## src/design/rrp_pkg.sv

```systemverilog
// rrp_pkg: shared types and constants for the regulator redundancy pruner.
// No dependencies.
package rrp_pkg;
    localparam int CHUNK_GENES = 64;
    localparam int MAX_CHUNKS  = 16;
    localparam int DEGREE_LIMIT = 2;
    localparam int CFG_NUM_GENES = 0;
    localparam int CFG_NUM_REGS  = 1;

    typedef struct packed {
        logic load;       // store a row and update degree / subset state
        logic clr_run;    // clear per-run state
        logic reg_start;  // begin regulator walk
        logic reg_step;   // evaluate one (i, j) pair
        logic gene_rd;    // issue one row read for gene mask
        logic gene_cap;   // capture returned row data
        logic chunk_clr;  // clear chunk accumulator
    } rrp_cmd_t;

    typedef struct packed {
        logic run_done;   // rows_loaded, counting a row stored this cycle, reached effective gene count
        logic reg_done;   // regulator walk finished
        logic chunk_full; // current chunk has all its genes read
        logic genes_done; // no more reads for the current chunk
        logic last;       // current chunk is the final one
    } rrp_sts_t;
endpackage

```

## src/design/rrp_ctrl.sv

```systemverilog
// rrp_ctrl: sequencing FSM for load, regulator walk, and chunk output.
// Depends on rrp_pkg.
module rrp_ctrl (
    input  logic             aclk,
    input  logic             aresetn,
    input  logic             s_valid,
    output logic             s_ready,
    output logic             m_valid,
    input  logic             m_ready,
    output logic             m_last,
    output rrp_pkg::rrp_cmd_t cmd,
    input  rrp_pkg::rrp_sts_t sts
);
    import rrp_pkg::*;

    localparam logic [2:0] S_LOAD = 3'd0;
    localparam logic [2:0] S_REGS = 3'd1;
    localparam logic [2:0] S_GENE = 3'd2;
    localparam logic [2:0] S_OUT  = 3'd3;
    localparam logic [2:0] S_START = 3'd4;

    logic [2:0] state_reg, state_next;
    logic       pend_reg, pend_next;
    logic       last_reg, last_next;

    always_comb begin
        state_next = state_reg;
        pend_next = 1'b0;
        last_next = last_reg;
        cmd = '0;
        s_ready = 1'b0;
        m_valid = 1'b0;
        case (state_reg)
            S_LOAD: begin
                s_ready = 1'b1;
                if (s_valid) begin
                    cmd.load = 1'b1;
                    if (sts.run_done) state_next = S_START;
                end
            end
            S_START: begin
                cmd.reg_start = 1'b1;
                state_next = S_REGS;
            end
            S_REGS: begin
                cmd.reg_step = 1'b1;
                if (sts.reg_done) state_next = S_GENE;
            end
            S_GENE: begin
                if (pend_reg) cmd.gene_cap = 1'b1;
                if (sts.chunk_full && !pend_reg) begin
                    last_next = sts.last;
                    state_next = S_OUT;
                end else if (!sts.genes_done && !(pend_reg && sts.chunk_full)) begin
                    cmd.gene_rd = 1'b1;
                    pend_next = 1'b1;
                end
            end
            S_OUT: begin
                m_valid = 1'b1;
                if (m_ready) begin
                    if (last_reg) begin
                        cmd.clr_run = 1'b1;
                        state_next = S_LOAD;
                    end else begin
                        cmd.chunk_clr = 1'b1;
                        state_next = S_GENE;
                    end
                end
            end
            default: state_next = S_LOAD;
        endcase
    end

    always_ff @(posedge aclk) begin
        if (!aresetn) begin
            state_reg <= S_LOAD;
            pend_reg <= 1'b0;
            last_reg <= 1'b0;
        end else begin
            state_reg <= state_next;
            pend_reg <= pend_next;
            last_reg <= last_next;
        end
    end

    assign m_last = last_reg;

    a_no_in_busy: assert property (@(posedge aclk) disable iff (!aresetn)
        s_ready |-> state_reg == S_LOAD) else $error("input taken while busy");
    a_out_only: assert property (@(posedge aclk) disable iff (!aresetn)
        m_valid |-> !s_ready) else $error("overlap");
    a_clr_last: assert property (@(posedge aclk) disable iff (!aresetn)
        cmd.clr_run |-> last_reg) else $error("clear before last chunk");
endmodule

```

## config.mk

```make
export PLATFORM = sky130hd
export DESIGN_NAME = rrp_ctrl
export DESIGN_NICKNAME = d
export VERILOG_FILES = /design/src/design/rrp_pkg.sv /design/src/design/rrp_ctrl.sv
export SDC_FILE = /design/constraint.sdc
export NUM_CORES = 1
export LEC_CHECK = 0
export ABC_CLOCK_PERIOD_IN_PS = 1500
export BUFFER_PORTS_ARGS = -buffer_cell sky130_fd_sc_hd__buf_4
export CORE_AREA = 2 2 39 41
export CTS_BUF_LIST = sky130_fd_sc_hd__clkbuf_8
export CTS_CLUSTER_DIAMETER = 30
export CTS_CLUSTER_SIZE = 20
export DETAILED_ROUTE_END_ITERATION = 16
export DIE_AREA = 0 0 41 43
export PLACE_DENSITY_LB_ADDON = 0.25
export RECOVER_POWER = 25
export SYNTH_ARGS = -nofsm -noshare
export SYNTH_HDL_FRONTEND = slang
export SYNTH_SLANG_ARGS = --single-unit
```

## constraint.sdc

```tcl
create_clock -name aclk -period 1.5 [get_ports aclk]
set_input_delay 0.15 -clock aclk [delete_from_list [all_inputs] [get_ports aclk]]
set_output_delay 0.15 -clock aclk [all_outputs]
set_load 0.02 [all_outputs]
```

==> results of run 1 <==
==> placed cells by master, fill, tap and decap left out <==
| master | count |
|---|---|
| buf_4 | 18 |
| nand2_1 | 4 |
| nor2_1 | 3 |
| clkbuf_8 | 3 |
| dfxtp_1 | 3 |
| nor3b_1 | 2 |
| inv_1 | 2 |
| and3_1 | 2 |
| and2_1 | 2 |
| nor4bb_1 | 2 |
| mux2i_1 | 2 |
| dfxtp_2 | 2 |
| nor3_1 | 1 |
| and3b_1 | 1 |
| or3b_4 | 1 |
| nor3_4 | 1 |
| a21oi_1 | 1 |
| nand4_1 | 1 |
| nor3b_2 | 1 |
| a211oi_1 | 1 |
| o21ai_0 | 1 |
| clkbuf_1 | 1 |
==> worst max-delay path: cells and delay by family (launching register included) <==
family,cells,cell delay (ns)
buffers and inverters,1,0.16
DFF,1,0.34
and+or+nand+nor,2,0.56
==> timing repair <==
action / in CTS / in global routing
setup endpoints to repair: 1 / 1
resized for setup: 2 / 1
pin swaps: 0 / 0
==> cell type report <==
class                      instances  area, um2  area share, %
sequential                         5        103           20.8
inverter                           1       3.75          0.759
multi-input combinational         26        184           37.2
timing repair buffer              19        139           28.1
tap                               16       20.0           4.05
clock inverter                     1       3.75          0.759
clock buffer                       3       41.3           8.35
==> report_power, final <==
part	total, W	leakage [nW]	switching [W]	internal (W)
Sequential	0.000144	0.0414	0.00000597	0.000138
Clock	0.000242	0.0269	0.0000667	0.000175
Combinational	0.0000654	0.160	0.0000300	0.0000354
Total	0.000452	0.228	0.000103	0.000349
==> layer usage <==
layer | vias up | track usage (%) | wire [um] | part of all wire [%]
met5 | - | 0 | 0 | 0
met4 | 0 | 12.0 | 33 | 4.6
met3 | 4 | 4.71 | 53 | 7.4
met2 | 10 | 13.8 | 331 | 46
met1 | 133 | 12.9 | 298 | 42
li1 | 164 | - | - | -
==> kinds of logic (layout without fill, tap and decap cells) <==
logic type             after synthesis  in the layout  share of synthesized area, %
AND/OR/NAND/NOR                     21             21                          47.1
AO/OA/AOI/OAI                        3              3                          5.88
buffers and inverters                3             24                          6.72
multiplexers                         2              2                          6.72
flip-flops                           5              5                          33.6
==> how the worst min path moves through the flow <==
stage                        from                        end  slack (ns)  cells past startpoint
after floorplan           aresetn  state_reg[0]$_SDFFE_PN0P_        0.26                      2
after global placement     sts[4]  state_reg[2]$_SDFFE_PN0P_        0.38                      2
after detailed placement   sts[4]  state_reg[2]$_SDFFE_PN0P_        0.39                      2
after CTS                  sts[4]  state_reg[2]$_SDFFE_PN0P_        0.16                      2
after global routing       sts[4]  state_reg[2]$_SDFFE_PN0P_        0.17                      2
final                      sts[4]  state_reg[2]$_SDFFE_PN0P_        0.16                      2
==> stage by stage <==
step	instance area, um2	cells	worst slack (ns)
after floorplan	303	34	0.141
after global placement	449	67	0.242
after detailed placement	449	67	0.225
after CTS	497	71	0.0383
after global routing	494	71	0.0138
final	494	71	0.0599
==> flow_metrics.env, run 1 <==
export IMPL_drv_slew=0
export IMPL_timing_fmax_mhz=694
export IMPL_grt_ovfl_total=0
export IMPL_gp_congestion=0.682
export IMPL_power_density_mw_per_mm2=914
export IMPL_criticalPathCategory="reg -> out"
export IMPL_synth_seq_cells=5
export IMPL_first_pass_iters=1
export IMPL_syn_nets=43
export IMPL_timing_final_crit_share_pct=96.0
export IMPL_pin_count=19
export IMPL_htree_levels=1
export IMPL_r2r_end="m_last$_SDFFE_PN0P_"
export IMPL_num_rows=14
export IMPL_largest_reg_flops=3
export IMPL_diodes=0
export IMPL_maxCapViolations=0
export IMPL_synthTopCellsByArea="dfxtp_1 (34%), mux2i_1 (6.7%), nor4bb_1 (6.7%)"
export IMPL_first_global_vias=263
export IMPL_n_fill_cell=167
export IMPL_cts_setup_buffers=0
export IMPL_drc=0
export IMPL_holdBufCountCts=0
export IMPL_slew_headroom_pct=81.7
export IMPL_synth_edf_count=0
export IMPL_ys_async_sr_fraction_pct=0
export IMPL_final_util_pct=35.7
export IMPL_synth_most_common_cell="dfxtp_1"
export IMPL_fin_nets=65
export IMPL_initial_core_util_pct=21.5
export IMPL_synthToLayoutAreaGrowth_pct=66.0
export IMPL_rsz0062_at_grt="no"
export IMPL_synth_top_area_share_pct=33.6
export IMPL_grt_first_pass_wirelength_mm=1.20
export IMPL_worstSetupStartpointType="register"
export IMPL_fin_setup_tns_ns=0
export IMPL_wl_per_cell_um=10.1
export IMPL_vias=311
export IMPL_regToRegSetupSlack_ns=0.26
export IMPL_dieArea_mm2=0.00176
export IMPL_final_layout_size_suffix_gt1_share_pct=47.3
export IMPL_crit_required_ns=1.35
export IMPL_hold_path_class="in -> reg"
export IMPL_syn_area_per_cell_um2=8.76
export IMPL_grt_use_total_pct=11.1
export IMPL_io_buffers=18
export IMPL_yosysWarnings=0
export IMPL_antenna_found_initial=0
export IMPL_final_hold_viol_count=0
export IMPL_grt_max_degree=11
export IMPL_slowest_stage="or3b_4"
export IMPL_cts_sinks=5
export IMPL_p_leak_nw=0.228
export IMPL_cts_root_buffer="clkbuf_8"
export IMPL_status="completed"
export IMPL_cpPeakStageDelay_ns=0.43
export IMPL_cts_tree="yes"
export IMPL_ant_nets=0
export IMPL_power_w=0.000452
export IMPL_synthFlopType="dfxtp_1"
export IMPL_end_kind="output port"
export IMPL_die_h_um=43
export IMPL_crit_fanout=8
export IMPL_fin_worst_skew_ns=0.00171
export IMPL_vias_per_cell=4.38
export IMPL_clk_pin_slew_ns=0.04
export IMPL_synth_common_cells="dfxtp_1 (5), nand2_1 (4), nor2_1 (3)"
export IMPL_synthCells=34
export IMPL_worst_pin_slew_ns=0.271
export IMPL_insertion_delay_ns=0.22
export IMPL_fin_crit_ns=1.44
export IMPL_irDropWorstVdd_mv=0.582
export IMPL_numCtsBuffers=3
export IMPL_drt_iter0_markers=0
export IMPL_crit_start="state_reg[2]$_SDFFE_PN0P_"
export IMPL_finalSetupViolCount=0
export IMPL_wl_um=716
export IMPL_cp_cell_sequence="or3b_4 > nor3_4 > buf_4"
export IMPL_cts_buffer_depth=2
export IMPL_r2r_cells=3
export IMPL_coreArea_mm2=0.00138
export IMPL_synth_cell_types=20
export IMPL_endpoint="cmd[2]"
export IMPL_rr_startpoint="state_reg[2]$_SDFFE_PN0P_"
export IMPL_ys_seq_area_share_pct=33.6
export IMPL_die_width_um=41
export IMPL_syn_area_um2=298
export IMPL_synth_top_area_cell="dfxtp_1"
export IMPL_whs_ns=0.157
export IMPL_worstPathArrival_ns=1.29
Power figures use the tool's default switching activity.
==> run 2, diff against run 1 <==
--- a/config.mk
+++ b/config.mk
@@ -7,14 +7,18 @@
 export LEC_CHECK = 0
 export ABC_CLOCK_PERIOD_IN_PS = 1500
 export BUFFER_PORTS_ARGS = -buffer_cell sky130_fd_sc_hd__buf_4
-export CORE_AREA = 2 2 39 41
+export CELL_PAD_IN_SITES_DETAIL_PLACEMENT = 2
+export CELL_PAD_IN_SITES_GLOBAL_PLACEMENT = 2
+export CORE_MARGIN = 2
+export CORE_UTILIZATION = 21
 export CTS_BUF_LIST = sky130_fd_sc_hd__clkbuf_8
 export CTS_CLUSTER_DIAMETER = 30
 export CTS_CLUSTER_SIZE = 20
 export DETAILED_ROUTE_END_ITERATION = 16
-export DIE_AREA = 0 0 41 43
+export GPL_ROUTABILITY_DRIVEN = 0
 export PLACE_DENSITY_LB_ADDON = 0.25
 export RECOVER_POWER = 25
+export REMOVE_ABC_BUFFERS = 1
 export SYNTH_ARGS = -nofsm -noshare
 export SYNTH_HDL_FRONTEND = slang
 export SYNTH_SLANG_ARGS = --single-unit
==> run 2 against run 1 <==
  * Sequential share of layout area up 0.32 points
  * Via count grew 5.8%
  * Core utilization increased by 1.2 points
  * Register-to-register slack about the same
  * Count of clock-buffer cells in the layout stayed put
  * Total power decreased by 0.72%
  * Critical path depth unchanged
  * First-iteration DRC count rose by 3
  * Combinational power rose by 1%
  * Hold slack improved by 0.025 ns
  * Die area decreased by 1.6%
  * Non-clock buffer count did not move
  * Critical endpoint unchanged
  * Highest routed layer is now met3
==> flow_metrics.env, run 2 (synthesized netlist as in run 1, its figures left out) <==
export IMPL_crit_family="simple AND/OR/NAND/NOR gates"
export IMPL_final_hold_viol_count=0
export IMPL_grt_first_pass_wirelength_mm=1.42
export IMPL_vias_per_cell=4.70
export IMPL_worstSetupStartpointType="register"
export IMPL_finalWorstSetupSlack_ns=0.0413
export IMPL_end_kind="output port"
export IMPL_fin_crit_ns=1.46
export IMPL_final_common_cell="buf_4"
export IMPL_status="completed"
export IMPL_cts_buffer_depth=2
export IMPL_wl_per_cell_um=13.0
export IMPL_slew_headroom_pct=81.0
export IMPL_worst_pin_slew_ns=0.284
export IMPL_cpPeakStageDelay_ns=0.43
export IMPL_worstPathArrival_ns=1.31
export IMPL_p_leak_nw=0.226
export IMPL_final_layout_size_suffix_gt1_share_pct=47.3
export IMPL_cp_cell_sequence="or3b_4 > nor3_2 > buf_4"
export IMPL_first_pass_iters=2
export IMPL_die_h_um=41.7
export IMPL_top_layer="met3"
export IMPL_pin_count=19
export IMPL_slowest_stage="or3b_4"
export IMPL_irDropWorstVdd_mv=0.407
export IMPL_insertion_delay_ns=0.22
export IMPL_antenna_found_initial=0
export IMPL_crit_fanout=8
export IMPL_drv_slew=0
export IMPL_timing_fmax_mhz=686
export IMPL_wl_met2_um=484
export IMPL_maxCapViolations=0
export IMPL_hp_start="sts[4]"
export IMPL_timing_final_crit_share_pct=97.2
export IMPL_pre_cts_slack_ns=0.234
export IMPL_drc=0
export IMPL_rr_startpoint="state_reg[2]$_SDFFE_PN0P_"
export IMPL_cts_sinks=5
export IMPL_fin_nets=65
export IMPL_wl_um=911
export IMPL_initial_core_util_pct=22.6
export IMPL_fin_worst_skew_ns=0.00139
export IMPL_wl_met3_um=68
export IMPL_io_buffers=18
export IMPL_vias=329
export IMPL_diodes=0
export IMPL_hpwl_um=703
export IMPL_clk_pin_slew_ns=0.04
export IMPL_synthToLayoutAreaGrowth_pct=63.4
export IMPL_criticalPathCategory="reg -> out"
export IMPL_die_width_um=41.7
export IMPL_power_density_mw_per_mm2=921
export IMPL_dieArea_mm2=0.00174
export IMPL_grt_ovfl_total=0
export IMPL_cts_root_buffer="clkbuf_8"
export IMPL_hold_path_class="in -> reg"
export IMPL_num_rows=13
export IMPL_grt_use_total_pct=10.7
export IMPL_crit_start="state_reg[2]$_SDFFE_PN0P_"
export IMPL_fin_setup_tns_ns=0
export IMPL_cts_tree="yes"
export IMPL_path_buf_inv=1
export IMPL_first_global_vias=324
export IMPL_drt_iter0_markers=3
export IMPL_largest_reg_flops=3
export IMPL_ant_nets=0
export IMPL_wl_met1_um=359
export IMPL_htree_levels=1
export IMPL_rsz0062_at_grt="no"
export IMPL_finalSetupViolCount=0
export IMPL_crit_required_ns=1.35
export IMPL_numCtsBuffers=3
export IMPL_final_cell_mix="buf_4 (18), nand2_1 (4), nor2_1 (3), clkbuf_8 (3), dfxtp_1 (3)"
export IMPL_coreArea_mm2=0.00132
export IMPL_grt_max_degree=11
[run 2: cell count changes in the layout (fill, tap and decap cells not counted)]
cell and change:
nor3_4 -1, nor3_2 +1
[run 2: final timing paths]
path                                                  end  slack [ns]  depth (start not counted)
worst min register to register  state_reg[1]$_SDFFE_PN0P_        0.50                          1
worst max register to register        m_last$_SDFFE_PN0P_        0.26                          3
worst max-delay path                               cmd[2]        0.04                          3
worst min-delay path            state_reg[2]$_SDFFE_PN0P_        0.18                          2
[run 2: routing by layer]
| layer | up-vias | GRT usage [%] |
|---|---|---|
| met5 | - | 0 |
| met4 | 0 | 5.81 |
| met3 | 0 | 2.61 |
| met2 | 14 | 18.8 |
| met1 | 153 | 11.7 |
| li1 | 162 | - |
[run 2: area by class of cell]
cell class,instances,area (um2)
clock buffer,3,41.3
clock inverter,1,3.75
fill,150,831
inverter,1,3.75
multi-input combinational,26,178
sequential,5,103
tap,15,18.8
timing repair buffer,19,139
[run 2: per-stage QoR]
step	total power [W]	area, um2	hold WS, ns	util (%)	std cells
floorplan	0.000173	282	0.264	-	32
global placement	0.000210	443	0.389	33.6	66
detailed placement	0.000212	443	0.410	33.6	66
CTS	0.000457	489	0.183	37.1	70
global route	0.000474	487	0.188	36.9	70
finish	0.000448	487	0.183	36.9	70
[run 2: worst register-to-register path, cell delays in order, from the launching register on]
cell	delay, ns
dfxtp_2	0.34
or3b_4	0.43
nor3b_2	0.21
mux2i_1	0.19
[run 2: where the power goes]
group / total (W) / switching [W] / internal, W
Combinational: 0.0000661 / 0.0000309 / 0.0000352
Sequential: 0.000144 / 0.00000591 / 0.000138
Clock: 0.000238 / 0.0000631 / 0.000175
Total: 0.000448 / 0.0000999 / 0.000349
[run 2: repair_timing]
item,CTS,global route
pin swaps,0,0
hold buffers,0,0
buffers inserted,0,0
endpoints found under the setup margin,1,2
gates resized for setup,1,1
